<file path="src/design/dhcp_client_engine_defines.svh">
// Assertion macros shared by the client engine.
`ifndef DHCP_CLIENT_ENGINE_DEFINES_SVH
`define DHCP_CLIENT_ENGINE_DEFINES_SVH
`ifndef SYNTHESIS
`define DCE_ASSERT_IMPL(label, clk, rst, ante, cons) \
  label: assert property (@(posedge clk) disable iff (rst) (ante) |-> (cons)) \
    else $error("assertion failed");
`define DCE_ASSERT_NEXT(label, clk, rst, ante, cons) \
  label: assert property (@(posedge clk) disable iff (rst) (ante) |=> (cons)) \
    else $error("assertion failed");
`else
`define DCE_ASSERT_IMPL(label, clk, rst, ante, cons)
`define DCE_ASSERT_NEXT(label, clk, rst, ante, cons)
`endif
`endif

</file>
<file path="src/design/dce_pkg.sv">
package dce_pkg;

  localparam int FRAME_WORDS = 38;
  localparam int FW_W = $clog2(FRAME_WORDS + 1);

  localparam logic [1:0] ST_INIT       = 2'd0;
  localparam logic [1:0] ST_SELECTING  = 2'd1;
  localparam logic [1:0] ST_REQUESTING = 2'd2;
  localparam logic [1:0] ST_BOUND      = 2'd3;

  localparam logic [7:0] MSG_DISCOVER = 8'd1;
  localparam logic [7:0] MSG_OFFER    = 8'd2;
  localparam logic [7:0] MSG_REQUEST  = 8'd3;
  localparam logic [7:0] MSG_ACK      = 8'd5;

  localparam logic [31:0] COOKIE_WORD = 32'h6353_8263;
  localparam logic [31:0] RANDOM_SEED = 32'h34aa_d34b;
  localparam logic [7:0]  WAIT_RESET  = 8'd100;

  localparam logic CFG_MAC     = 1'b0;
  localparam logic CFG_TIMEOUT = 1'b1;

  typedef struct packed {
    logic        command;
    logic        enable;
    logic [63:0] rx_data;
    logic        rx_last;
  } in_item_t;

  typedef struct packed {
    logic        tx_valid;
    logic [63:0] tx_data;
    logic [7:0]  tx_keep;
    logic        tx_last;
    logic [31:0] ip_address;
    logic        is_bound;
  } out_item_t;

  // One job handed from the front to the back: either a frame or a single status item.
  typedef struct packed {
    logic        send;
    logic        request;
    logic [31:0] ident;
    logic [31:0] req_ip;
    logic [47:0] mac;
    logic [31:0] bound_ip;
    logic        is_bound;
  } job_t;

  function automatic logic [63:0] frame_word(input logic [FW_W-1:0] k, input job_t j);
    logic [63:0] w;
    w = '0;
    case (k)
      FW_W'(0): w = {j.ident, 8'h00, 8'h06, 8'h01, 8'h01};
      FW_W'(1): w = 64'h0000_0000_0080_0000;
      FW_W'(3): w = {j.mac[31:0], 32'h0};
      FW_W'(4): w = {48'h0, j.mac[47:32]};
      FW_W'(29): w = {COOKIE_WORD, 32'h0};
      FW_W'(30): begin
        if (!j.request) begin
          w = {32'h0, 8'hff, MSG_DISCOVER, 16'h0135};
        end else begin
          w = {j.req_ip[23:0], 8'h04, 8'h32, MSG_REQUEST, 16'h0135};
        end
      end
      FW_W'(31): if (j.request) w = {56'h0, j.req_ip[31:24]};
      default: w = '0;
    endcase
    return w;
  endfunction

endpackage

</file>
<file path="src/design/dce_front.sv">
module dce_front (
  input  logic              clk,
  input  logic              rst,
  input  logic              in_fire,
  input  dce_pkg::in_item_t item,
  input  logic [47:0]       mac_address,
  input  logic [7:0]        timeout_ticks,
  output dce_pkg::job_t     job
);
  import dce_pkg::*;

  logic [1:0]  client_state, client_state_next;
  logic [7:0]  wait_count, wait_count_next;
  logic [31:0] random_value, random_value_next;
  logic [31:0] own_identity, own_identity_next;
  logic [31:0] offered_ip, offered_ip_next;
  logic [31:0] bound_ip, bound_ip_next;
  logic [5:0]  rx_word_index;
  logic        reply_is_reply, reply_mac_ok, reply_is_dhcp;
  logic [31:0] reply_identifier, reply_your_ip;
  logic [7:0]  reply_type;
  logic        ri_n, rm_n, rd_n;
  logic [31:0] rid_n, ryi_n;
  logic [7:0]  rt_n;
  logic        have_reply, send, request;
  logic [31:0] hi;

  always_comb begin
    hi = item.rx_data[63:32];
    ri_n = reply_is_reply; rm_n = reply_mac_ok; rd_n = reply_is_dhcp;
    rid_n = reply_identifier; ryi_n = reply_your_ip; rt_n = reply_type;
    have_reply = 1'b0;
    if (item.command) begin
      case (rx_word_index)
        6'd0: begin
          ri_n = item.rx_data[7:0] == 8'd2; rid_n = hi; rm_n = 1'b1;
        end
        6'd2: ryi_n = item.rx_data[31:0];
        6'd3: rm_n = reply_mac_ok && (mac_address[31:0] == hi);
        6'd4: rm_n = reply_mac_ok && (mac_address[47:32] == item.rx_data[15:0]);
        6'd29: rd_n = hi == COOKIE_WORD;
        6'd30: if (item.rx_data[15:0] == 16'h0135) rt_n = item.rx_data[23:16];
        default: ;
      endcase
      have_reply = item.rx_last && ri_n && rm_n && rd_n;
    end
  end

  always_comb begin
    client_state_next = client_state; wait_count_next = wait_count;
    random_value_next = random_value; own_identity_next = own_identity;
    offered_ip_next = offered_ip; bound_ip_next = bound_ip;
    send = 1'b0; request = 1'b0;
    unique case (client_state)
      ST_INIT: if (item.enable) begin
        if (wait_count == 8'd0) begin
          own_identity_next = random_value; send = 1'b1;
          random_value_next = (random_value << 3) ^ random_value;
          wait_count_next = timeout_ticks; client_state_next = ST_SELECTING;
        end else begin
          wait_count_next = wait_count - 8'd1;
        end
      end
      ST_SELECTING, ST_REQUESTING: begin
        if (have_reply) begin
          if (rid_n == own_identity) begin
            if (client_state == ST_SELECTING && rt_n == MSG_OFFER) begin
              offered_ip_next = ryi_n; send = 1'b1; request = 1'b1;
              wait_count_next = timeout_ticks; client_state_next = ST_REQUESTING;
            end else if (client_state == ST_REQUESTING && rt_n == MSG_ACK) begin
              bound_ip_next = offered_ip; client_state_next = ST_BOUND;
            end else begin
              client_state_next = ST_INIT;
            end
          end
        end else if (wait_count == 8'd0) begin
          client_state_next = ST_INIT;
        end else begin
          wait_count_next = wait_count - 8'd1;
        end
      end
      default: if (!item.enable) client_state_next = ST_INIT;
    endcase
    random_value_next = random_value_next + 32'd1;
  end

  always_comb begin
    job.send = send;
    job.request = request;
    job.ident = own_identity_next;
    job.req_ip = ryi_n;
    job.mac = mac_address;
    job.bound_ip = bound_ip_next;
    job.is_bound = client_state_next == ST_BOUND;
  end

  always_ff @(posedge clk) begin
    if (rst) begin
      client_state <= ST_INIT; wait_count <= WAIT_RESET; random_value <= RANDOM_SEED;
      own_identity <= '0; offered_ip <= '0; bound_ip <= '0; rx_word_index <= '0;
      reply_is_reply <= 1'b0; reply_mac_ok <= 1'b1; reply_is_dhcp <= 1'b0;
      reply_identifier <= '0; reply_your_ip <= '0; reply_type <= '0;
    end else if (in_fire) begin
      client_state <= client_state_next; wait_count <= wait_count_next;
      random_value <= random_value_next; own_identity <= own_identity_next;
      offered_ip <= offered_ip_next; bound_ip <= bound_ip_next;
      reply_is_reply <= ri_n; reply_mac_ok <= rm_n; reply_is_dhcp <= rd_n;
      reply_identifier <= rid_n; reply_your_ip <= ryi_n; reply_type <= rt_n;
      if (item.command) begin
        rx_word_index <= item.rx_last ? 6'd0 : rx_word_index + 6'd1;
      end
    end
  end

endmodule

</file>
<file path="src/design/dce_queue.sv">
module dce_queue (
  input  logic          clk,
  input  logic          rst,
  input  logic          push,
  input  dce_pkg::job_t push_job,
  output logic          full,
  input  logic          pop,
  output logic          not_empty,
  output dce_pkg::job_t head
);
  import dce_pkg::*;

  job_t       slots [4];
  logic [1:0] wr_ptr, rd_ptr;
  logic [2:0] count;

  assign full = count == 3'd4;
  assign not_empty = count != 3'd0;
  assign head = slots[rd_ptr];

  always_ff @(posedge clk) begin
    if (push) slots[wr_ptr] <= push_job;
  end

  always_ff @(posedge clk) begin
    if (rst) begin
      wr_ptr <= '0; rd_ptr <= '0; count <= '0;
    end else begin
      if (push) wr_ptr <= wr_ptr + 2'd1;
      if (pop) rd_ptr <= rd_ptr + 2'd1;
      count <= count + 3'(push) - 3'(pop);
    end
  end

endmodule

</file>
<file path="src/design/dce_back.sv">
module dce_back (
  input  logic               clk,
  input  logic               rst,
  input  logic               job_avail,
  input  dce_pkg::job_t      job,
  output logic               job_pop,
  output logic               out_valid,
  input  logic               out_stall,
  output dce_pkg::out_item_t out_item
);
  import dce_pkg::*;

  logic [FW_W-1:0] word_idx;
  logic            fire, fin;

  assign fire = out_valid && !out_stall;
  assign out_valid = job_avail;
  assign fin = !job.send || (word_idx == FW_W'(FRAME_WORDS - 1));
  assign job_pop = fire && fin;

  always_comb begin
    out_item.tx_valid = job.send;
    out_item.tx_data = job.send ? frame_word(word_idx, job) : '0;
    out_item.tx_keep = !job.send ? 8'h00 : (fin ? 8'h0f : 8'hff);
    out_item.tx_last = job.send && fin;
    out_item.ip_address = job.bound_ip;
    out_item.is_bound = job.is_bound;
  end

  always_ff @(posedge clk) begin
    if (rst) begin
      word_idx <= '0;
    end else if (fire) begin
      word_idx <= fin ? '0 : word_idx + FW_W'(1);
    end
  end

endmodule

</file>
<file path="src/design/dhcp_client_engine.sv">
// DHCP client engine. Each input item is a timer tick or one 64-bit word of a
// received datagram; the front end parses the reply and steps the client state
// machine in the cycle the item is accepted, taking one item per cycle unless
// in_stall, raised only when the four-entry job queue is full. Each item
// yields one status item, or 38 frame items when a DISCOVER or REQUEST is
// issued; the back end plays them from that queue one per cycle unless stalled.
// Configuration writes are always ready and should be made while idle.
`include "dhcp_client_engine_defines.svh"
module dhcp_client_engine (
  input  logic               clk,
  input  logic               rst,
  input  logic               in_valid,
  output logic               in_stall,
  input  dce_pkg::in_item_t  in_data,
  output logic               out_valid,
  input  logic               out_stall,
  output dce_pkg::out_item_t out_data,
  input  logic               cfg_valid,
  output logic               cfg_ready,
  input  logic               cfg_index,
  input  logic [63:0]        cfg_data
);
  import dce_pkg::*;

  logic        in_fire, q_full, q_avail, q_pop;
  logic [47:0] mac_address;
  logic [7:0]  timeout_ticks;
  job_t        new_job, head_job;

  assign cfg_ready = 1'b1;
  assign in_stall = q_full;
  assign in_fire = in_valid && !in_stall;

  // Configuration registers.
  always_ff @(posedge clk) begin
    if (rst) begin
      mac_address <= '0;
      timeout_ticks <= 8'hff;
    end else if (cfg_valid && cfg_ready) begin
      case (cfg_index)
        CFG_MAC: mac_address <= cfg_data[47:0];
        default: timeout_ticks <= cfg_data[7:0];
      endcase
    end
  end

  dce_front u_front (
    .clk, .rst, .in_fire, .item(in_data), .mac_address, .timeout_ticks, .job(new_job)
  );

  dce_queue u_queue (
    .clk, .rst, .push(in_fire), .push_job(new_job), .full(q_full),
    .pop(q_pop), .not_empty(q_avail), .head(head_job)
  );

  dce_back u_back (
    .clk, .rst, .job_avail(q_avail), .job(head_job), .job_pop(q_pop),
    .out_valid, .out_stall, .out_item(out_data)
  );

  // An item is never taken while the queue is full.
  `DCE_ASSERT_IMPL(a_no_overflow, clk, rst, q_full, !in_fire)
  // Output exists exactly when work is queued.
  `DCE_ASSERT_IMPL(a_out_when_job, clk, rst, out_valid, q_avail)
  // A finished frame word with last set retires its job.
  `DCE_ASSERT_IMPL(a_last_pops, clk, rst, out_valid && !out_stall && out_data.tx_last, q_pop)

endmodule
</file>
<file path="config.mk">
export PLATFORM = sky130hd
export DESIGN_NAME = dhcp_client_engine
export DESIGN_NICKNAME = d
export VERILOG_FILES = /design/src/design/dce_pkg.sv /design/src/design/dce_front.sv /design/src/design/dce_queue.sv /design/src/design/dce_back.sv /design/src/design/dhcp_client_engine.sv
export VERILOG_INCLUDE_DIRS = /design/src /design/src/design
export SDC_FILE = /design/constraint.sdc
export NUM_CORES = 1
export LEC_CHECK = 0
export ABC_AREA = 1
export ABC_CLOCK_PERIOD_IN_PS = 12300
export BUFFER_PORTS_ARGS = -buffer_cell sky130_fd_sc_hd__clkbuf_2
export CORE_MARGIN = 1
export CORE_UTILIZATION = 50
export CTS_BUF_LIST = sky130_fd_sc_hd__clkbuf_4 sky130_fd_sc_hd__clkbuf_8
export DETAILED_ROUTE_END_ITERATION = 8
export GPL_TIMING_DRIVEN = 0
export MAX_ROUTING_LAYER = met4
export PLACE_DENSITY = 0.69
export RECOVER_POWER = 25
export SETUP_SLACK_MARGIN = 0.2
export SYNTH_ARGS = -nofsm -noshare
export SYNTH_HDL_FRONTEND = slang
export SYNTH_SLANG_ARGS = --single-unit
</file>
<file path="constraint.sdc">
create_clock -name clk -period 12.3 [get_ports clk]
set_input_delay 1.845 -clock clk [delete_from_list [all_inputs] [get_ports clk]]
set_output_delay 1.845 -clock clk [all_outputs]
set_load 0.03 [all_outputs]
</file>
== Word level (Yosys, flattened, before mapping) ==
Memory sizes are Yosys's and may differ from the RTL's. A register that Yosys moved wholly into a read port is not among the register bits.
Index checks and enable logic that the tools add are counted.
Cells by class
  add/sub/neg operators: 8
  equal/unequal tests: 28
  mux-type cells: 60
  bitwise logic cells: 2
  reduce and logical (&&, ||, !) cells: 27
Operators with widths (number)
  $mux 32: 15
  $pmux 64 s7: 1
  $mux 64: 2
  $mux 8: 12
  $eq 32x32->1: 2
  $add 32x1->32 const B: 1
  $eq 32x31->1 const B: 1
  $xor 32x32->32: 1
  $eq 6x5->1 const B: 5
  $mux 2: 10
  $eq 6x2->1 const B: 3
  $eq 16x16->1: 1
  $eq 16x9->1 const B: 1
  $eq 8x2->1 const B: 2
  $pmux 8 s2: 1
  $mux 1: 14
  $add 6x1->6 const B: 2
  $eq 6x3->1 const B: 2
  $logic_not 6->1: 2
  $mux 6: 2
  $logic_and 1x1->1: 11
  $eq 8x3->1 const B: 1
  $logic_not 8->1: 1
  $sub 8x1->8 const B: 1
  24 further kinds: 31
Storage, ports and cells
  register bits: 288
  memory bits (writable): 588
  bits of input ports: 137
  output and inout bits: 110
  logic and storage cells: 145
  memories kept: 1
Memories
  u_queue.slots: words 4, width 147, read ports 1, clocked after memory_dff 1, write ports 1, line dce_queue.sv:13  | job_t slots [4];

== Longest topological paths before layout ==
  depth in word-level cells: 12
  gate-level depth with buffers: 23
  mapped depth without buffers: 22

== Modules after synthesis ==
From an unflattened synthesis, not the netlist that was laid out.
Second synthesis, totals
  cell total of the unflattened synthesis: 4862
  area, all modules: 42483.2 um^2
By module, submodules not included
  dce_queue: instances 1, cells each 1771, area an instance 23356.2 um^2, seq. area each 17837.1 um^2
  dce_front: instances 1, cells each 2291, area an instance 14382.5 um^2, seq. area each 4384.2 um^2
  dhcp_client_engine: instances 1, cells each 352, area an instance 2381.0 um^2, seq. area each 1121.1 um^2
  dce_back: instances 1, cells each 448, area an instance 2363.5 um^2, seq. area each 120.1 um^2

== Worst setup path after synthesis ==
No wires, ideal clock.
  path kind: input-to-reg
  start: input in_valid
  end: memory u_queue.slots[0][0] (netlist bit) (enable)
  setup time: 0.656 ns
  arrival: 8.967 ns
  required time: 11.644 ns
  slack: 2.676 ns
  cell stages on the path: 7
  path buffers: 3
  cells stage by stage: inv_1 nor2_1 inv_1 clkbuf_1 clkbuf_1 buf_1 nor2_1
On the way
  word-level cells in the longest chain between the ends: 3
RTL lines
  from (decl): line dhcp_client_engine.sv:12  | input logic in_valid,
  $logic_and 1x1->1: line dhcp_client_engine.sv:32  | assign in_fire = in_valid && !in_stall;
  $mux 1: line dce_queue.sv:22  | if (push) slots[wr_ptr] <= push_job;
  $mux 1 (not written as such): line dce_queue.sv:22
  to (decl): line dce_queue.sv:13
Every way passes these cells.

==> results.py <==
metrics = {
    "worst_setup_path": {
        "reg2reg_slack_ns": 7.59,
        "endpoint_kind": "primary output",
        "slowest_stage": "clkbuf_1",
        "startpoint_type": "flip-flop",
        "ff2ff_path_depth": 13,
        "timing.rr.end": "u_front.own_identity[20]",
        "cp_common_cell": "clkbuf_1",
        "crit_required_ns": 10.45,
        "path_cells": "clkbuf_1 -> inv_1 -> clkbuf_1 -> clkbuf_1 -> clkbuf_1 -> nor2_1 -> o22ai_1 -> nand2_1 -> a31oi_1 -> clkbuf_2",
        "crit_fanout": 10,
        "critPathKind": "reg2out",
        "r2r-start": "u_front.wait_count[0]",
        "cpPeakStageDelay_ns": 0.77,
        "arrival_ns": 4.96,
    },
    "sta": {
        "fmax_mhz": 146.9,
        "post-route-period-util": 0.5536,
        "timing.hold.ws_ns": 0.4694,
        "setup_violations": 0,
        "final_max_slew_viol_count": 18,
        "tightestPinTransition_ns": 1.639,
        "rsz0062_at_grt": "no",
        "max-slew-margin-rel": -0.1045,
        "finalHoldViolations": 0,
        "timing.final.crit_period_ns": 6.809,
        "finalClockSkew_ns": 0.04631,
    },
    "global_routing": {
        "grt_antenna_before_repair": 15,
        "grt_max_degree": 30,
        "grt_pass1_wl_mm": 189.7,
        "grt_use_total": 0.3380,
        "grt_overflow": 0,
        "grt_pass1_vias": 29990,
    },
    "detailed_routing": {
        "vias_per_cell": 5.665,
        "drc": 0,
        "dr.pass1.iters": 7,
        "dr.first_iter.drc_count": 4056,
        "ant_nets": 0,
        "routedWlPerCell_um": 22.76,
        "vias": 32880,
        "wirelength_mm": 132.1,
    },
    "worst_hold_path": {
        "hold_class": "reg2reg",
        "min-delay-start": "u_front.random_value[19]",
        "whs_endpoint": "u_front.random_value[19]",
        "min_path_cells": 2,
    },
    "logic_synthesis": {
        "synth_edf_count": 588,
        "synth_cell_types": 60,
        "postSynthAreaPerCell_sq_um": 9.286,
        "synthArstFlopShare": 0,
        "synth_common_cells": "nand2_1, nor2_1, edfxtp_1",
        "ys_warn_count": 0,
        "synth.area.top_cells": "edfxtp_1, dfxtp_1, o21ai_0",
        "synth_top_area_share": 0.4484,
        "ys_ff_latch": 878,
        "ys.flop_type": "edfxtp_1",
        "syn_inst": 4240,
        "syn-cell-area_sq_um": 39370,
        "yosysSeqAreaShare": 0.5959,
        "synth_area_leader_cell": "edfxtp_1",
    },
    "finish": {
        "design_area_sq_um": 45300,
        "nets": 4797,
        "layout.cells.non_filler": 5803,
        "drive_gt1_frac": 0.1366,
        "area_delta_synth_final_pct": 15.05,
        "postLayoutCoreUtil": 0.5829,
    },
    "power_and_ir_drop": {
        "power_frac_seq": 0.419,
        "vdd_ir_drop_max_v": 0.0001153,
        "power_mw": 9.018,
        "leakage_nw": 18.39,
        "p_sw_frac": 0.3616,
        "internal-power_mw": 5.757,
        "clock_power_share": 0.292,
        "p_comb_frac": 0.289,
        "switching_power_mw": 3.261,
        "power_density_nw_per_um2": 199.1,
    },
    "placed_design": {
        "dp.cells": 5529,
        "hpwl_mm": 98.14,
        "port_buffers": 223,
        "place.gp.congestion": 0.9978,
        "placed_cell_area_sq_um": 42340,
    },
    "die": {
        "dieArea_sq_um": 79870,
        "core_area_sq_um": 77720,
        "initial_utilization": 0.5066,
        "die_y_um": 282.6,
        "rows": 102,
        "fp.dieW_um": 282.6,
        "boundaryPins": 247,
    },
    "clock_tree": {
        "insertion_delay_ns": 0.80,
        "cts_hold_buf": 0,
        "clk_pin_slew_ns": 0.06,
        "cts_max_path_buffers": 3,
        "cts_sinks": 878,
        "cts-root-buf": "clkbuf_8",
        "h-tree-depth": 4,
        "numCtsBuffers": 147,
        "post-cts-setup-buffers": 0,
        "cts_tree": "built",
        "ctsResizeCount": 0,
    },
    "outcome": {
        "status": "finished with violations",
        "violations": "max-capacitance violations, max-slew violations",
    },
    "run": {
        "maxCapViolations": 4,
    },
}
==> sequential cells by signal, indices dropped and copies added (netlist names), 32 cells and up, named ones only <==
register and count:
u_front.reply_identifier 32, u_queue.slots 588, u_front.offered_ip 32, u_front.own_identity 32
u_front.reply_your_ip 32, mac_address 48, u_front.random_value 32, u_front.bound_ip 32
==> power by group through the flow <==
stage / clock, mW / sequential [mW] / combinational (mW)
final: 2.63 / 3.78 / 2.61
after global routing: 2.77 / 3.81 / 2.79
after CTS: 2.65 / 3.77 / 2.56
after detailed placement: 0 / 3.83 / 2.55
after global placement: 0 / 3.93 / 2.46
after floorplan: 0 / 3.84 / 1.58
==> per-stage QoR <==
stage	TNS, ns	setup slack [ns]
global route	0	5.467
floorplan	0	2.676
CTS	0	5.564
detailed placement	0	6.409
global placement	-2017.04	-3.638
finish	0	5.491
==> how the worst max path moves through the flow <==
stage | end | slack (ns) | cells past startpoint | startpoint
2_1_floorplan | u_queue.slots[0][0] | 2.68 | 7 | in_valid
3_3_place_gp | u_queue.slots[0][55] | -3.64 | 8 | in_valid
3_5_place_dp | out_data[26] | 6.41 | 9 | flip-flop
4_1_cts | out_data[5] | 5.56 | 9 | flip-flop
5_1_grt | out_data[28] | 5.47 | 9 | flip-flop
6_report | out_data[105] | 5.49 | 10 | flip-flop
==> cell type report <==
| type | instances | area (sq um) |
|---|---|---|
| Antenna cell | 13 | 32.53 |
| Buffer | 252 | 1100 |
| Clock buffer | 219 | 2708 |
| Clock inverter | 41 | 274.0 |
| Fill cell | 6733 | 32420 |
| Inverter | 443 | 1664 |
| Multi-Input combinational cell | 2670 | 13140 |
| Sequential cell | 878 | 23460 |
| Tap cell | 1040 | 1301 |
| Timing Repair Buffer | 247 | 1623 |
==> worst max-delay path, delay by kind of cell (launching register included) <==
kind	cells	cell delay, ns
AO/OA/AOI/OAI	2	0.79
AND/OR/NAND/NOR	2	0.18
buffers and inverters	6	2.91
flip-flops	1	0.30
==> kinds of logic after synthesis <==
group / after synthesis / share of synthesized area
flops: 878 / 0.5959
simple gates: 1576 / 0.1670
other cells: 2 / 0.0001907
buf+inv: 695 / 0.07080
xor+xnor: 75 / 0.01668
compound gates: 993 / 0.1426
fa+ha+maj: 21 / 0.006864
==> layout by cell type, fill, tap and decap left out, types with 122 or more instances in the layout <==
cell type  count
inv_1        426
nand3_1      176
clkbuf_2     221
dfxtp_1      290
nor2_1       625
nand2_1      628
clkbuf_1     202
o21ai_0      486
a21oi_1      174
edfxtp_1     588
o22ai_1      122
clkbuf_8     170
==> per-layer routing <==
layer,GRT usage,vias to the layer above,routed length [um]
met3,0.06723,300,14040
met1,0.4297,15550,51170
met2,0.5113,1829,60370
li1,-,15190,-
met5,-,-,0
met4,0.1781,0,6479
Power figures use the tool's default switching activity.
